**config.mk**
```make
export PLATFORM = sky130hd
export DESIGN_NAME = utf8_whitespace_scanner
export DESIGN_NICKNAME = d
export VERILOG_FILES = /design/src/design/uws_pkg.sv /design/src/design/uws_decode.sv /design/src/design/uws_serial.sv /design/src/design/utf8_whitespace_scanner.sv
export SDC_FILE = /design/constraint.sdc
export NUM_CORES = 1
export LEC_CHECK = 0
export ABC_AREA = 1
export BUFFER_PORTS_ARGS = -buffer_cell sky130_fd_sc_hd__buf_2
export CAP_MARGIN = 20
export CORE_MARGIN = 5
export CORE_UTILIZATION = 35
export CTS_CLUSTER_SIZE = 30
export DETAILED_ROUTE_END_ITERATION = 8
export GPL_ROUTABILITY_DRIVEN = 0
export PLACE_DENSITY = 0.54
export SYNTH_ARGS = -nofsm -noshare
export SYNTH_HDL_FRONTEND = slang
export SYNTH_SLANG_ARGS = --single-unit
```
**constraint.sdc**
```tcl
create_clock -name i_clk -period 10 [get_ports i_clk]
set_input_delay 1.5 -clock i_clk [delete_from_list [all_inputs] [get_ports i_clk]]
set_output_delay 1.5 -clock i_clk [all_outputs]
set_load 0.05 [all_outputs]
```
**src/design/uws_pkg.sv**
```systemverilog
// ---------------------------------------------------------------------------
// uws_pkg: shared types and constants for the UTF-8 whitespace scanner
// Beat layouts, byte codes and class codes used by the decoder, the result
// serializer and the top level.
// ---------------------------------------------------------------------------
package uws_pkg;

    localparam logic [7:0] LEAD_NBSP    = 8'hC2;
    localparam logic [7:0] LEAD_WIDE    = 8'hE2;
    localparam logic [7:0] TAIL_NBSP    = 8'hA0;
    localparam logic [7:0] MID_WIDE     = 8'h80;
    localparam logic [7:0] TAIL_WIDE_HI = 8'h83;
    localparam logic [7:0] CONT_MASK    = 8'hC0;
    localparam logic [7:0] CONT_VAL     = 8'h80;
    localparam logic [7:0] CHAR_SPACE   = 8'h20;
    localparam logic [7:0] CHAR_LF      = 8'h0A;
    localparam logic [7:0] CHAR_CR      = 8'h0D;
    localparam logic [7:0] CHAR_TAB     = 8'h09;

    localparam logic [2:0] CLS_OTHER = 3'd0;
    localparam logic [2:0] CLS_SPACE = 3'd1;
    localparam logic [2:0] CLS_TAB   = 3'd2;
    localparam logic [2:0] CLS_NBSP  = 3'd3;
    localparam logic [2:0] CLS_QUAD  = 3'd4;

    localparam logic [31:0] COUNT_MAX = 32'hFFFF_FFFF;

    typedef struct packed {
        logic [7:0] byte_value;
        logic       last_byte;
    } t_in_beat;

    typedef struct packed {
        logic [7:0]  out_byte;
        logic [2:0]  char_class;
        logic        first_of_unit;
        logic        run_member;
        logic [31:0] line_number;
        logic [31:0] column_number;
        logic        last_of_item;
    } t_out_beat;

    // One classified byte, before line and column are attached.
    typedef struct packed {
        logic [7:0] ch;
        logic [2:0] cls;
        logic       first;
        logic       run;
    } t_ent;

    // All results caused by one input byte, in stream order.
    typedef struct packed {
        t_ent [2:0] ents;
        logic [1:0] cnt;
    } t_group;

endpackage

```
**src/design/uws_decode.sv**
```systemverilog
// ---------------------------------------------------------------------------
// uws_decode: lead byte hold buffer and byte classifier
// Keeps up to two held bytes of an open sequence and turns each accepted
// input byte into its group of up to three classified bytes.
// ---------------------------------------------------------------------------
module uws_decode (
    input  logic            i_clk,
    input  logic            i_rst_n,
    input  logic            i_accept,
    input  uws_pkg::t_in_beat i_data,
    input  logic            i_tab_ws,
    output uws_pkg::t_group o_group,
    output logic [1:0]      o_held_cnt
);
    import uws_pkg::*;

    logic [7:0] r_held [2];
    logic [1:0] r_held_cnt;
    logic [7:0] n_held [2];
    logic [1:0] n_held_cnt;
    t_ent [3:0] w_ents;
    logic [1:0] w_n;
    logic       w_taken;
    logic [7:0] w_b;

    function automatic t_ent mk_ent(logic [7:0] ch, logic [2:0] cls, logic first,
                                    logic run);
        t_ent e;
        e.ch    = ch;
        e.cls   = cls;
        e.first = first;
        e.run   = run;
        return e;
    endfunction

    assign w_b = i_data.byte_value;

    always_comb begin
        n_held     = r_held;
        n_held_cnt = r_held_cnt;
        w_ents     = '0;
        w_n        = 2'd0;
        w_taken    = 1'b0;

        if (r_held_cnt == 2'd1 && r_held[0] == LEAD_NBSP) begin
            if (w_b == TAIL_NBSP) begin
                w_ents[0]  = mk_ent(LEAD_NBSP, CLS_NBSP, 1'b1, 1'b1);
                w_ents[1]  = mk_ent(w_b, CLS_NBSP, 1'b0, 1'b1);
                w_n        = 2'd2;
                w_taken    = 1'b1;
            end else begin
                w_ents[0]  = mk_ent(r_held[0], CLS_OTHER, 1'b1, 1'b0);
                w_n        = 2'd1;
            end
            n_held_cnt = 2'd0;
        end else if (r_held_cnt == 2'd1 && r_held[0] == LEAD_WIDE) begin
            if (w_b == MID_WIDE) begin
                n_held[1]  = w_b;
                n_held_cnt = 2'd2;
                w_taken    = 1'b1;
            end else begin
                w_ents[0]  = mk_ent(r_held[0], CLS_OTHER, 1'b1, 1'b0);
                w_n        = 2'd1;
                n_held_cnt = 2'd0;
            end
        end else if (r_held_cnt == 2'd2 && r_held[0] == LEAD_WIDE
                     && r_held[1] == MID_WIDE) begin
            if (w_b >= MID_WIDE && w_b <= TAIL_WIDE_HI) begin
                w_ents[0] = mk_ent(LEAD_WIDE, CLS_QUAD, 1'b1, 1'b1);
                w_ents[1] = mk_ent(MID_WIDE, CLS_QUAD, 1'b0, 1'b1);
                w_ents[2] = mk_ent(w_b, CLS_QUAD, 1'b0, 1'b1);
                w_n       = 2'd3;
                w_taken   = 1'b1;
            end else begin
                w_ents[0] = mk_ent(r_held[0], CLS_OTHER, 1'b1, 1'b0);
                w_ents[1] = mk_ent(r_held[1], CLS_OTHER, 1'b1, 1'b0);
                w_n       = 2'd2;
            end
            n_held_cnt = 2'd0;
        end else if (r_held_cnt != 2'd0) begin
            // Held contents that no valid sequence leaves behind are flushed.
            w_ents[0] = mk_ent(r_held[0], CLS_OTHER, 1'b1, 1'b0);
            w_ents[1] = mk_ent(r_held[1], CLS_OTHER, 1'b1, 1'b0);
            w_n       = (r_held_cnt == 2'd1) ? 2'd1 : 2'd2;
            n_held_cnt = 2'd0;
        end

        if (!w_taken) begin
            if (w_b == LEAD_NBSP || w_b == LEAD_WIDE) begin
                n_held[0]  = w_b;
                n_held_cnt = 2'd1;
            end else begin
                if (w_b == CHAR_SPACE || w_b == CHAR_LF || w_b == CHAR_CR) begin
                    w_ents[w_n] = mk_ent(w_b, CLS_SPACE, 1'b1, 1'b1);
                end else if (w_b == CHAR_TAB) begin
                    w_ents[w_n] = mk_ent(w_b, CLS_TAB, 1'b1, i_tab_ws);
                end else begin
                    w_ents[w_n] = mk_ent(w_b, CLS_OTHER, 1'b1, 1'b0);
                end
                w_n = w_n + 2'd1;
            end
        end

        // End of buffer: nothing may stay held.
        if (i_data.last_byte) begin
            if (n_held_cnt != 2'd0) begin
                w_ents[w_n] = mk_ent(n_held[0], CLS_OTHER, 1'b1, 1'b0);
                w_n = w_n + 2'd1;
            end
            if (n_held_cnt == 2'd2) begin
                w_ents[w_n] = mk_ent(n_held[1], CLS_OTHER, 1'b1, 1'b0);
                w_n = w_n + 2'd1;
            end
            n_held_cnt = 2'd0;
        end
    end

    always_ff @(posedge i_clk) begin
        if (!i_rst_n) begin
            r_held_cnt <= 2'd0;
        end else if (i_accept) begin
            r_held_cnt <= n_held_cnt;
        end
    end

    always_ff @(posedge i_clk) begin
        if (i_accept) begin
            r_held <= n_held;
        end
    end

    assign o_group.ents = w_ents[2:0];
    assign o_group.cnt  = w_n;
    assign o_held_cnt   = r_held_cnt;

endmodule

```
**src/design/uws_serial.sv**
```systemverilog
// ---------------------------------------------------------------------------
// uws_serial: result group register and output stage
// Holds one group of classified bytes and sends them out one beat at a
// time, attaching the saturating line and column counters.
// ---------------------------------------------------------------------------
module uws_serial (
    input  logic              i_clk,
    input  logic              i_rst_n,
    input  logic              i_load,
    input  uws_pkg::t_group   i_group,
    output logic              o_free,
    output logic              o_out_valid,
    input  logic              i_out_stall,
    output uws_pkg::t_out_beat o_out_data
);
    import uws_pkg::*;

    t_group     r_grp;
    logic       r_grp_valid;
    logic [1:0] r_idx;
    t_out_beat  r_out;
    logic       r_out_valid;
    logic [31:0] r_line;
    logic [31:0] r_col;

    logic       w_out_load;
    logic       w_take;
    logic       w_last;
    logic       w_done;
    t_ent       w_ent;

    assign w_out_load = !r_out_valid || !i_out_stall;
    assign w_take     = r_grp_valid && w_out_load;
    assign w_last     = (r_idx == r_grp.cnt - 2'd1);
    assign w_done     = w_take && w_last;
    assign w_ent      = r_grp.ents[r_idx];
    assign o_free     = !r_grp_valid || w_done;

    always_ff @(posedge i_clk) begin
        if (!i_rst_n) begin
            r_grp_valid <= 1'b0;
            r_idx       <= 2'd0;
        end else if (i_load) begin
            r_grp_valid <= 1'b1;
            r_idx       <= 2'd0;
        end else if (w_done) begin
            r_grp_valid <= 1'b0;
        end else if (w_take) begin
            r_idx <= r_idx + 2'd1;
        end
    end

    always_ff @(posedge i_clk) begin
        if (i_load) begin
            r_grp <= i_group;
        end
    end

    always_ff @(posedge i_clk) begin
        if (!i_rst_n) begin
            r_out_valid <= 1'b0;
        end else if (w_out_load) begin
            r_out_valid <= w_take;
        end
    end

    always_ff @(posedge i_clk) begin
        if (w_take) begin
            r_out.out_byte      <= w_ent.ch;
            r_out.char_class    <= w_ent.cls;
            r_out.first_of_unit <= w_ent.first;
            r_out.run_member    <= w_ent.run;
            r_out.line_number   <= r_line;
            r_out.column_number <= r_col;
            r_out.last_of_item  <= w_last;
        end
    end

    // Continuation bytes leave both counters alone.
    always_ff @(posedge i_clk) begin
        if (!i_rst_n) begin
            r_line <= 32'd1;
            r_col  <= 32'd1;
        end else if (w_take && ((w_ent.ch & CONT_MASK) != CONT_VAL)) begin
            if (w_ent.ch == CHAR_LF) begin
                if (r_line != COUNT_MAX) begin
                    r_line <= r_line + 32'd1;
                end
                r_col <= 32'd1;
            end else if (r_col != COUNT_MAX) begin
                r_col <= r_col + 32'd1;
            end
        end
    end

    assign o_out_valid = r_out_valid;
    assign o_out_data  = r_out;

endmodule

```
**src/design/utf8_whitespace_scanner.sv**
```systemverilog
// ---------------------------------------------------------------------------
// utf8_whitespace_scanner: UTF-8 whitespace classifier with line/column
// Classifies each byte of a UTF-8 stream (space/LF/CR, tab, C2 A0, E2 80
// 80..83), holding back lead bytes until a sequence resolves, and reports
// every byte in order with its line and column.
//
//   channel | direction | handshake         | payload
//   --------+-----------+-------------------+--------------------------
//   in      | input     | i_in_valid/o_in_stall   | t_in_beat
//   out     | output    | o_out_valid/i_out_stall | t_out_beat
//   cfg     | input     | i_cfg_valid/o_cfg_ready | tab_is_whitespace
//
// An input byte is decoded in the cycle it is accepted and its group of
// zero to three results is registered. While the output does not stall,
// results leave one beat per cycle and single-result bytes stream at one
// per cycle; a byte with k results holds the group register until all k
// have gone to the output stage, which sets the rate. Results pass the
// group and output registers in turn. Reset sets the counters to 1, empties
// the hold buffer and sets tab_is_whitespace to 1. An output stall holds
// the output register and stalls the input once the group register is full.
// ---------------------------------------------------------------------------
module utf8_whitespace_scanner (
    input  logic               i_clk,
    input  logic               i_rst_n,
    input  logic               i_in_valid,
    output logic               o_in_stall,
    input  uws_pkg::t_in_beat  i_in_data,
    output logic               o_out_valid,
    input  logic               i_out_stall,
    output uws_pkg::t_out_beat o_out_data,
    input  logic               i_cfg_valid,
    output logic               o_cfg_ready,
    input  logic               i_cfg_data
);
    import uws_pkg::*;

    logic       r_tab_ws;
    logic       w_in_accept;
    logic       w_free;
    logic [1:0] w_held_cnt;
    t_group     w_group;

    assign o_cfg_ready = 1'b1;

    always_ff @(posedge i_clk) begin
        if (!i_rst_n) begin
            r_tab_ws <= 1'b1;
        end else if (i_cfg_valid && o_cfg_ready) begin
            r_tab_ws <= i_cfg_data;
        end
    end

    assign o_in_stall  = !w_free;
    assign w_in_accept = i_in_valid && !o_in_stall;

    uws_decode u_decode (
        .i_clk      (i_clk),
        .i_rst_n    (i_rst_n),
        .i_accept   (w_in_accept),
        .i_data     (i_in_data),
        .i_tab_ws   (r_tab_ws),
        .o_group    (w_group),
        .o_held_cnt (w_held_cnt)
    );

    uws_serial u_serial (
        .i_clk       (i_clk),
        .i_rst_n     (i_rst_n),
        .i_load      (w_in_accept && (w_group.cnt != 2'd0)),
        .i_group     (w_group),
        .o_free      (w_free),
        .o_out_valid (o_out_valid),
        .i_out_stall (i_out_stall),
        .o_out_data  (o_out_data)
    );

    a_flush_on_last: assert property (@(posedge i_clk) disable iff (!i_rst_n)
        w_in_accept && i_in_data.last_byte |=> w_held_cnt == 2'd0)
        else $error("held bytes remain after end of buffer");

    a_held_bound: assert property (@(posedge i_clk) disable iff (!i_rst_n)
        w_held_cnt != 2'd3)
        else $error("hold buffer count out of range");

    a_counts_nonzero: assert property (@(posedge i_clk) disable iff (!i_rst_n)
        o_out_valid |-> (o_out_data.line_number != 32'd0
                         && o_out_data.column_number != 32'd0))
        else $error("line or column reported as zero");

endmodule

```
==> summary.md, run 1 <==
| Metric | Value |
|---|---|
| Core footprint | `0.0288 mm²` |
| Fin nets | `~1300` |
| Highest-delay cell along the critical path | `sky130_fd_sc_hd__buf_4` |
| Post-synthesis cell type with the largest combined area | `sky130_fd_sc_hd__edfxtp_1` |
| Post-Syn Instances | `1137` |
| Post-CTS Resized | `0` |
| Critical R2R Launch | `u_decode.r_held[0]$_DFFE_PP_` |
| Series of cell instances along the critical path | `buf_2 -> inv_1 -> nand3_1 -> nor2_1 -> nand3_1 -> nand2_1 -> nor2_1 -> ha_1 -> o21ai_1 -> inv_1 -> ha_1 -> a21boi_0 -> o21bai_1 -> ha_1 -> a21oi_1 -> nand2_1 -> nand3_1 -> nand2_1 -> inv_1 -> buf_4` |
| CTS hold repair buffers | `0` |
| GR Overflow Total | `0` |
| Via/cell ratio | `roughly 4.7` |
| Inserted Clock Buffers | `23` |
| Category of the critical setup timing path | `in2reg` |
| Remaining DRCs | `0` |
| Sequential-to-total area share from yosys stat | `0.535` |
| Adder-cell share of the synthesized area | `0.0134` |
| Antenna violations before repair | `0` |
| Final worst-path setup slack | `about 5100 ps` |
| Detail Placement HPWL | `18.2 mm` |
| Fill cells | `a little under 3000` |
| Unrepaired setup endpoints after global routing | `false` |
| Antenna cells | `0` |
| Pins over their slew limit | `0` |
| CP Launch Point | `i_in_data[1]` |
| Least-Margin Pin Slew | `798 ps` |
| Ratio of total power to cell area | `165 mW/mm²` |
| Post-synthesis register bit count | `206` |
| Max rail drop VDD | `about 0.00014 V` |
| Final number of hold-violating endpoints | `0` |
| Cell chosen for the clock root | `sky130_fd_sc_hd__clkbuf_16` |
| Compound-Gate Fraction of Synth Area | `0.0925` |
| Average wire per standard cell | `between 10 and 15 µm` |
| Post-Synthesis Cell Area | `roughly 0.010 mm²` |
| Fmax | `about 0.20 GHz` |
| Worst setup skew after layout | `between 6 and 7 ps` |
| Post-synth top cells | `sky130_fd_sc_hd__nand2_1, sky130_fd_sc_hd__nor2_1, sky130_fd_sc_hd__edfxtp_1, sky130_fd_sc_hd__inv_1, sky130_fd_sc_hd__dfxtp_1` |
| Type of element capturing the critical path | `register` |
| Most common cell in the netlist | `sky130_fd_sc_hd__nand2_1` |
| Number of sinks on the clock net | `between 200 and 250` |
| Starting Density | `0.356` |
| # IOs | `96` |
| Kind of cell adding the most delay to the critical path | `simple AND/OR/NAND/NOR gates` |
| Number of max-capacitance violations reported | `0` |
| Async SR Flop Fraction | `0` |
| Largest family of logic cells by synthesized area | `simple AND/OR/NAND/NOR gates` |
| DR vias | `7718` |
| Total of endpoints with negative setup slack in the final report | `0` |
| Maximum number of pins on one net before global-route repair | `60` |
| Width of the die | `between 150 and 200 µm` |
| Sort of element at the start of the critical path | `primary input` |
| Final Power | `1.95 mW` |
| Ratio of final minimum period to clock period | `0.493` |
| Leakage power | `4.53 nW` |
| Detailed router's first-iteration violation count | `~550` |
| Number of H-tree levels | `1` |
| Post-synth net total | `1163` |
| Synthesized area divided by synthesized cell count | `9.01 µm²` |
| Post-synth EDFFs | `approximately 140` |
| Number of distinct library cells after synthesis | `46` |
| Layout cells sized above 1 | `0.185` |
| Clock Pin Slew Worst Setup and Hold Paths | `around 60 ps` |
| Area contributors post-synth | `sky130_fd_sc_hd__edfxtp_1, sky130_fd_sc_hd__dfxtp_1, sky130_fd_sc_hd__nand2_1, sky130_fd_sc_hd__nor2_1, sky130_fd_sc_hd__inv_1` |
| Post-placement setup slack | `roughly 4600 ps` |
| Data arrival, critical path | `slightly above 5000 ps` |
| Later-pin clock latency in the skew report | `around 500 ps` |
| Count of TritonRoute iterations in the first routing pass | `5` |
| Area enclosed by the die boundary | `approximately 0.033 mm²` |
| Post-CTS Setup Repair Bufs | `0` |
| Result of the run | `completed` |
| Area delta synth->final | `15.0%` |
| Vertical die dimension | `~180 µm` |
| Critical Path RT | `10140 ps` |
| Crit path max fanout | `just over 40` |
| Class of the worst hold path | `reg2reg` |
| Number of routed nets with antenna violations | `0` |
| Via count of the first global-routing pass | `7444` |
| DRT Wirelength | `24.5 mm` |
| Clock tree from TritonCTS | `done` |
| Simple-gate share of the synthesized area | `0.237` |
| Global router's overall resource usage | `0.147` |
| Multiplexer fraction of the synthesized cell area | `0` |
| Delay contributed by the slowest stage of the critical path | `about 420 ps` |
| Number of buffers added on ports | `94` |
| Count of yosys warnings during synthesis | `0` |
| Most frequently used flop master after synthesis | `sky130_fd_sc_hd__edfxtp_1` |
| Combined buffer and inverter count along the critical path | `5` |
| Row cnt | `between 60 and 70` |
| Slew margin rel. | `0.468` |
| Origin of the worst min-delay path | `u_serial.r_line[31]$_SDFFE_PN0P_` |
| Area share of the largest cell type after synthesis | `0.396` |
| Maximum buffer depth of the clock tree | `3` |
| Sum Neg Setup Slack | `0 ps` |
| First-pass GRT wire length | `39.8 mm` |
| Time the final worst path needs with I/O delays and setup | `a little under 5000 ps` |
| Post-synthesis share of cell area spent on xor and xnor gates | `0.0513` |
worst register-to-register path, cell delays in order (launching register included):
cell and delay [ps]:
sky130_fd_sc_hd__edfxtp_1 430, sky130_fd_sc_hd__nor2_1 280, sky130_fd_sc_hd__nand3_1 110, sky130_fd_sc_hd__nor2_1 170
sky130_fd_sc_hd__nand2_1 80, sky130_fd_sc_hd__nand2_1 50, sky130_fd_sc_hd__o21ai_0 80, sky130_fd_sc_hd__nor2_1 270
sky130_fd_sc_hd__ha_1 310, sky130_fd_sc_hd__o21ai_1 230, sky130_fd_sc_hd__inv_1 110, sky130_fd_sc_hd__ha_1 280
sky130_fd_sc_hd__a21boi_0 150, sky130_fd_sc_hd__o21bai_1 200, sky130_fd_sc_hd__ha_1 290, sky130_fd_sc_hd__a21oi_1 140
sky130_fd_sc_hd__nand2_1 80, sky130_fd_sc_hd__nand3_1 60, sky130_fd_sc_hd__nand2_1 100, sky130_fd_sc_hd__inv_1 90
sky130_fd_sc_hd__buf_4 420
registers in the layout, summed over array words and instances (netlist names):
signal,cells
u_decode.o_held_cnt,2
u_decode.r_held,16
u_serial.r_grp_valid,1
u_serial.o_out_valid,1
u_serial.o_out_data,78
r_tab_ws,1
u_serial.r_grp,41
u_serial.r_line,32
u_serial.r_idx,2
u_serial.r_col,32
kinds of logic after synthesis:
kind of cell | Yosys count
compound gates | 154
xor+xnor | 60
fa+ha+maj | 11
buf+inv | 156
flops | 206
other cells | 1
simple gates | 549
layout make-up:
type | instances | area (µm²) | share of cell area
flip-flops and latches | 206 | 5480 | 0.465
multi-input cells | 775 | 4040 | 0.343
clock buffers | 28 | 656 | 0.0557
repair buffers | 98 | 500 | 0.0425
inverters | 128 | 489 | 0.0416
well taps | 384 | 480 | 0.0408
clock inverters | 13 | 128 | 0.0108
path summary, 6_finish.rpt:
kind | depth (start not counted) | slack, ps | to
worst max-delay path | 20 | 5070 | u_serial.r_grp[35]$_DFFE_PP_
worst min-delay path | 0 | 480 | u_serial.o_out_data[64]$_DFFE_PP_
worst max register to register | 20 | 5680 | u_serial.r_grp[35]$_DFFE_PP_
worst min register to register | 0 | 480 | u_serial.o_out_data[64]$_DFFE_PP_
placed cells by master, fill, tap and decap left out, types with 21 or more instances in the layout:
cell type / instances
sky130_fd_sc_hd__nand3_1: 32
sky130_fd_sc_hd__edfxtp_1: 135
sky130_fd_sc_hd__a21oi_2: 30
sky130_fd_sc_hd__xor2_1: 45
sky130_fd_sc_hd__nand2_1: 262
sky130_fd_sc_hd__buf_2: 94
sky130_fd_sc_hd__o21ai_0: 41
sky130_fd_sc_hd__dfxtp_1: 71
sky130_fd_sc_hd__nor2_1: 136
sky130_fd_sc_hd__nand2_2: 34
sky130_fd_sc_hd__clkbuf_16: 24
sky130_fd_sc_hd__nand4_1: 21
sky130_fd_sc_hd__inv_1: 115
sky130_fd_sc_hd__a21oi_1: 50
sky130_fd_sc_hd__nor3_1: 30
stage by stage:
step	util	area [µm²]	cells	hold WS, ps
5_1_grt	0.409	11800	1632	499
2_1_floorplan	-	10200	1137	430
3_3_place_gp	0.382	11000	1591	470
3_5_place_dp	0.382	11000	1591	470
6_report	0.409	11800	1632	481
4_1_cts	0.409	11800	1632	485
per-layer routing:
layer  share of wire  track usage  up-vias
met2            0.47        0.246      172
met5               0            0        -
li1                -            -     3967
met3           0.054       0.0294       50
met1            0.44        0.192     3529
met4           0.028       0.0468        0
report_power, final:
| part | switching, mW | internal [mW] |
|---|---|---|
| sequential | 0.0121 | 0.939 |
| clock | 0.341 | 0.518 |
| combinational | 0.111 | 0.0248 |
No activity file was read; power rests on OpenSTA's default activity.
==> run 2: changes to the inputs <==
- clock period: 10 -> 5.11 ns (I/O delays scaled with it)
==> run 2 against run 1 <==
Net effect: die area unchanged; critical path depth unchanged; design area increased by 0.65%; global-route usage increased by 0.11 points; non-clock buffer count unchanged; final cell count unchanged; clock skew increased by 11 ps; power increased by 100%; worst setup slack got worse by 4100 ps; clock-buffer cell count increased by 4.
==> summary.md, run 2 (synthesized netlist as in run 1, its figures left out) <==
| Metric | Value |
|---|---|
| Result of the run | `completed` |
| First-pass GRT wire length | `roughly 40 mm` |
| Combinational fraction of design power | `0.068` |
| Clock tree from TritonCTS | `done` |
| Number of max-capacitance violations reported | `0` |
| Maximum number of pins on one net before global-route repair | `50` |
| # IOs | `96` |
| Global router's overall resource usage | `0.148` |
| Slew margin rel. | `0.403` |
| Ratio of total power to cell area | `~330 mW/mm²` |
| Max rail drop VDD | `0.000220 V` |
| Via/cell ratio | `4.78` |
| Post-CTS Resized | `0` |
| Number of routed nets with antenna violations | `0` |
| Inserted Clock Buffers | `23` |
| Worst setup skew after layout | `roughly 17 ps` |
| Least-Margin Pin Slew | `just under 900 ps` |
| Fmax | `about 0.24 GHz` |
| Vertical die dimension | `roughly 180 µm` |
| Final worst-path setup slack | `around 1000 ps` |
| Core footprint | `0.0288 mm²` |
| Clock Pin Slew Worst Setup and Hold Paths | `around 60 ps` |
| Layout Utilization | `0.412` |
| Ratio of final minimum period to clock period | `0.805` |
| Area delta synth->final | `15.7%` |
| Pins over their slew limit | `0` |
| Crit path max fanout | `slightly above 40` |
| Width of the die | `about 180 µm` |
| Class of the worst hold path | `in2reg` |
| Sum Neg Setup Slack | `0 ps` |
| Internal power component | `between 3 and 4 mW` |
| Fin nets | `between 1000 and 1500` |
| Time the final worst path needs with I/O delays and setup | `between 4000 and 5000 ps` |
| Share of total power consumed by net switching | `0.227` |
| Switching power summed over all nets | `~0.9 mW` |
| Average wire per standard cell | `15.2 µm` |
| Clock share of power | `0.463` |
| Via count of the first global-routing pass | `about 7500` |
| Part of the power in registers | `0.470` |
| DRT Wirelength | `~25 mm` |
| Cell chosen for the clock root | `sky130_fd_sc_hd__clkbuf_16` |
| Leakage power | `about 4.6 nW` |
| Category of the critical setup timing path | `reg2reg` |
| Type of element capturing the critical path | `register` |
| Final number of hold-violating endpoints | `0` |
| Later-pin clock latency in the skew report | `510 ps` |
| Sort of element at the start of the critical path | `register` |
| GR Overflow Total | `0` |
| Starting Density | `0.356` |
| Total of endpoints with negative setup slack in the final report | `0` |
| Worst-case register-to-register setup slack | `about 1000 ps` |
| Post-CTS Setup Repair Bufs | `0` |
| Row cnt | `between 60 and 70` |
| CTS hold repair buffers | `0` |
| Number of H-tree levels | `1` |
| Layout cells sized above 1 | `0.182` |
| Remaining DRCs | `0` |
| Area enclosed by the die boundary | `around 0.033 mm²` |
| Number of sinks on the clock net | `206` |
| Antenna cells | `0` |
| Hold slack final | `between 400 and 500 ps` |
| Post-placement setup slack | `approximately 640 ps` |
| Count of TritonRoute iterations in the first routing pass | `8` |
| DR vias | `just under 8000` |
| Detail Placement HPWL | `18.3 mm` |
| Flip-flop count of the largest register after layout | `78` |
| Number of buffers added on ports | `94` |
| Critical Path RT | `5290 ps` |
| Antenna violations before repair | `0` |
| Data arrival, critical path | `4290 ps` |
| Most common library cell in the layout ignoring fill and taps | `sky130_fd_sc_hd__nand2_1` |
| Commonest cells after routing, fill and taps aside | `sky130_fd_sc_hd__nand2_1, sky130_fd_sc_hd__nor2_1, sky130_fd_sc_hd__edfxtp_1` |
| Unrepaired setup endpoints after global routing | `false` |
| Detailed router's first-iteration violation count | `slightly below 500` |
| Maximum buffer depth of the clock tree | `3` |
run 2: worst max-delay path, cell delays in order (launching register included):
cell                       delay, ps
sky130_fd_sc_hd__edfxtp_1        430
sky130_fd_sc_hd__nor2_1          150
sky130_fd_sc_hd__nand3_1          80
sky130_fd_sc_hd__nor2_1          250
sky130_fd_sc_hd__nand2_1         110
sky130_fd_sc_hd__nand2_1          70
sky130_fd_sc_hd__o21ai_0          80
sky130_fd_sc_hd__nor2_1          270
sky130_fd_sc_hd__ha_1            300
sky130_fd_sc_hd__o21ai_1         240
sky130_fd_sc_hd__inv_1           100
sky130_fd_sc_hd__ha_1            270
sky130_fd_sc_hd__a21boi_0        160
sky130_fd_sc_hd__o21bai_1        210
sky130_fd_sc_hd__ha_1            290
sky130_fd_sc_hd__a21oi_1         140
sky130_fd_sc_hd__nand2_1          80
sky130_fd_sc_hd__nand3_1          70
sky130_fd_sc_hd__nand2_1          90
sky130_fd_sc_hd__inv_1           140
sky130_fd_sc_hd__buf_12          240
run 2: path summary, 6_finish.rpt:
path                                         start                                 to  depth (start not counted)
setup / recovery      u_decode.r_held[0]$_DFFE_PP_        u_serial.r_grp[0]$_DFFE_PP_                         20
hold / removal                         i_cfg_valid              r_tab_ws$_SDFFE_PN1P_                          2
setup reg to reg      u_decode.r_held[0]$_DFFE_PP_        u_serial.r_grp[0]$_DFFE_PP_                         20
hold reg to reg   u_serial.r_line[31]$_SDFFE_PN0P_  u_serial.o_out_data[64]$_DFFE_PP_                          0
run 2: area by class of cell:
| type | instances | area, µm² |
|---|---|---|
| Clock inverter | 9 | 174 |
| Multi-Input combinational cell | 775 | 4040 |
| Fill cell | 2875 | 16900 |
| Inverter | 128 | 489 |
| Clock buffer | 32 | 673 |
| Timing Repair Buffer | 98 | 513 |
| Tap cell | 384 | 480 |
| Sequential cell | 206 | 5480 |
run 2: power by group through the flow:
stage | sequential, mW | combinational (mW) | clock [mW]
4_1_cts | 1.86 | 0.272 | 1.89
3_5_place_dp | 1.90 | 0.272 | 0
6_report | 1.86 | 0.268 | 1.83
5_1_grt | 1.87 | 0.289 | 1.97
2_1_floorplan | 1.99 | 0.109 | 0
3_3_place_gp | 1.90 | 0.271 | 0
run 2: stage by stage:
step / total power [mW] / cell area [µm²] / std cells
after floorplan: 2.10 / 10200 / 1137
after global placement: 2.17 / 11000 / 1591
after detailed placement: 2.17 / 11000 / 1591
after CTS: 4.03 / 11800 / 1632
after global routing: 4.12 / 11800 / 1632
final: 3.96 / 11800 / 1632
run 2: layer usage:
metal  track usage  up-vias  share of wire
met5             0        -              0
met4        0.0504        0          0.033
met3        0.0257       55          0.054
met2         0.246      214           0.47
met1         0.197     3570           0.44
li1              -     3959              -
==> run 3: changes to the inputs <==
- clock period: 5.11 -> 4.2 ns (I/O delays scaled with it)
==> run 3 against run 2 <==
Net effect: combinational power grew 24%; clock power hardly changed; first-iteration DRC count increased by 3.1%; die area unchanged; largest cell class unchanged.
==> summary.md, run 3 (synthesized netlist as in run 1, its figures left out) <==
| Metric | Value |
|---|---|
| Result of the run | `completed` |
| Most common library cell in the layout ignoring fill and taps | `sky130_fd_sc_hd__nand2_1` |
| # IOs | `96` |
| Fill cells | `slightly below 3000` |
| Area delta synth->final | `15.2%` |
| Critical R2R Launch | `u_decode.r_held[10]$_DFFE_PP_` |
| CP endpoint | `u_serial.r_grp[33]$_DFFE_PP_` |
| Share of total power consumed by net switching | `0.242` |
| Number of instances in the placed design | `approximately 1600` |
| Crit path max fanout | `31` |
| Number of H-tree levels | `1` |
| Maximum number of pins on one net before global-route repair | `between 40 and 50` |
| Area taken by flip-flops and latches | `roughly 0.0055 mm²` |
| Via count of the first global-routing pass | `approximately 7600` |
| Type of element capturing the critical path | `register` |
| Sort of element at the start of the critical path | `register` |
| Vertical die dimension | `between 150 and 200 µm` |
| Critical Path RT | `between 4000 and 5000 ps` |
| Least-Margin Pin Slew | `slightly above 900 ps` |
| Via/cell ratio | `roughly 4.7` |
| First-pass GRT wire length | `about 40 mm` |
| DR vias | `7777` |
| Layout cells sized above 1 | `0.190` |
| Number of buffers added on ports | `between 90 and 100` |
| Number of routed nets with antenna violations | `0` |
| Antenna violations before repair | `0` |
| Worst-case register-to-register setup slack | `about 390 ps` |
| Max rail drop VDD | `0.000318 V` |
| Inserted Clock Buffers | `23` |
| Class of the worst hold path | `in2reg` |
| Number of sinks on the clock net | `between 200 and 250` |
| CP Launch Point | `u_decode.r_held[10]$_DFFE_PP_` |
| Total area of multi-input combinational cells | `0.00404 mm²` |
| Fmax | `0.262 GHz` |
| Placed instance area | `0.0111 mm²` |
| Commonest cells after routing, fill and taps aside | `sky130_fd_sc_hd__nand2_1, sky130_fd_sc_hd__nor2_1, sky130_fd_sc_hd__edfxtp_1` |
| Row cnt | `between 60 and 70` |
| Detail Placement HPWL | `approximately 19 mm` |
| Non-Filler Cell Area, Final | `between 0.01 and 0.015 mm²` |
| Average wire per standard cell | `approximately 15 µm` |
| Area enclosed by the die boundary | `about 0.033 mm²` |
| Clock Pin Slew Worst Setup and Hold Paths | `~60 ps` |
| Internal power component | `3.34 mW` |
| Core footprint | `approximately 0.029 mm²` |
| Data arrival, critical path | `around 4000 ps` |
| Part of the power in registers | `0.515` |
| Clock share of power | `0.410` |
| Width of the die | `181 µm` |
| Series of cell instances along the critical path | `inv_1 -> nand2_1 -> nor2_1 -> nand2_1 -> nor2_1 -> nand2_1 -> nand2_1 -> o21ai_0 -> nor2_1 -> ha_1 -> o21ai_1 -> inv_1 -> ha_1 -> a21boi_0 -> o21bai_1 -> ha_1 -> a21oi_1 -> nand2_1 -> nand3_1 -> nand2_1 -> clkinvlp_4 -> buf_12` |
| Leakage power | `~4.5 nW` |
| Starting Density | `0.356` |
| Pins over their slew limit | `0` |
| Later-pin clock latency in the skew report | `~500 ps` |
| Most numerous cell on the critical path | `sky130_fd_sc_hd__nand2_1` |
| Clock tree from TritonCTS | `done` |
| Worst reg2reg path depth | `22` |
| Global router's overall resource usage | `0.149` |
| Total of endpoints with negative setup slack in the final report | `0` |
| GR Overflow Total | `0` |
| Delay contributed by the slowest stage of the critical path | `about 400 ps` |
| Fin cells | `1649` |
| Remaining DRCs | `0` |
| Slew margin rel. | `0.382` |
| Time the final worst path needs with I/O delays and setup | `about 3800 ps` |
| Maximum buffer depth of the clock tree | `3` |
| Flip-flop count of the largest register after layout | `between 70 and 80` |
| Final number of hold-violating endpoints | `0` |
| Count of TritonRoute iterations in the first routing pass | `5` |
| Cell chosen for the clock root | `sky130_fd_sc_hd__clkbuf_16` |
| Combinational fraction of design power | `0.076` |
| Fin nets | `~1300` |
| Number of max-capacitance violations reported | `0` |
| Ratio of final minimum period to clock period | `0.908` |
| Detailed router's first-iteration violation count | `500` |
| Switching power summed over all nets | `around 1.1 mW` |
| Sum Neg Setup Slack | `0 ps` |
| Antenna cells | `0` |
| DRT Wirelength | `25.1 mm` |
| Ratio of total power to cell area | `between 300 and 400 mW/mm²` |
| Reg-to-reg endpoint | `u_serial.r_grp[33]$_DFFE_PP_` |
| Category of the critical setup timing path | `reg2reg` |
| Worst setup skew after layout | `9.18 ps` |
| Highest-delay cell along the critical path | `sky130_fd_sc_hd__edfxtp_1` |
| Unrepaired setup endpoints after global routing | `false` |
-- run 3: how the worst min path moves through the flow --
stage,from,end,slack (ps),depth (start not counted)
CTS,i_cfg_valid,r_tab_ws$_SDFFE_PN1P_,300,2
detailed placement,r_tab_ws$_SDFFE_PN1P_,r_tab_ws$_SDFFE_PN1P_,480,2
global placement,r_tab_ws$_SDFFE_PN1P_,r_tab_ws$_SDFFE_PN1P_,460,2
finish,i_cfg_valid,r_tab_ws$_SDFFE_PN1P_,320,2
floorplan,u_serial.r_line[31]$_SDFFE_PN0P_,u_serial.o_out_data[64]$_DFFE_PP_,430,0
global route,i_cfg_valid,r_tab_ws$_SDFFE_PN1P_,330,2
-- run 3: critical path, delay by kind of cell (launching register included) --
kind | cells | cell delay (ps)
flops | 1 | 410
compound gates | 5 | 730
buf+inv | 4 | 540
simple gates | 10 | 1000
fa+ha+maj | 3 | 820
-- run 3: power groups by stage --
stage	Sequential, mW	Combinational [mW]	Clock, mW
after global routing	2.27	0.358	1.97
after detailed placement	2.31	0.335	0
final	2.26	0.333	1.80
after global placement	2.31	0.334	0
after floorplan	2.42	0.133	0
after CTS	2.27	0.335	1.87
-- run 3: final cells by class --
| type | count | share of cell area |
|---|---|---|
| inverter | 128 | 0.0418 |
| sequential | 206 | 0.464 |
| multi-input combinational | 775 | 0.343 |
| tap | 384 | 0.0407 |
| clock buffer | 35 | 0.0534 |
| clock inverter | 6 | 0.00318 |
| timing repair buffer | 115 | 0.0543 |
-- run 3: layer usage --
layer,GRT usage,vias up,routed length (µm),part of all wire
met3,0.0247,54,1330,0.053
li1,-,3996,-,-
met1,0.197,3530,11200,0.45
met2,0.248,197,11700,0.47
met4,0.0552,0,873,0.035
met5,0,-,0,0
-- run 3: metrics by stage --
| step | power, mW | util | hold slack, ps | setup slack [ps] |
|---|---|---|---|---|
| finish | 4.40 | 0.410 | 324 | 387 |
| global route | 4.59 | 0.410 | 326 | 4.91 |
| CTS | 4.47 | 0.409 | 300 | 375 |
| detailed placement | 2.64 | 0.386 | 476 | 105 |
| global placement | 2.64 | 0.386 | 465 | 196 |
| floorplan | 2.55 | - | 430 | 138 |
-- run 3: repair_timing --
item / 4_1_cts / 5_1_grt
resized for setup: 0 / 0
endpoints found under the setup margin: 0 / 31
hold buffers: 0 / 0
buffers inserted: 0 / 3
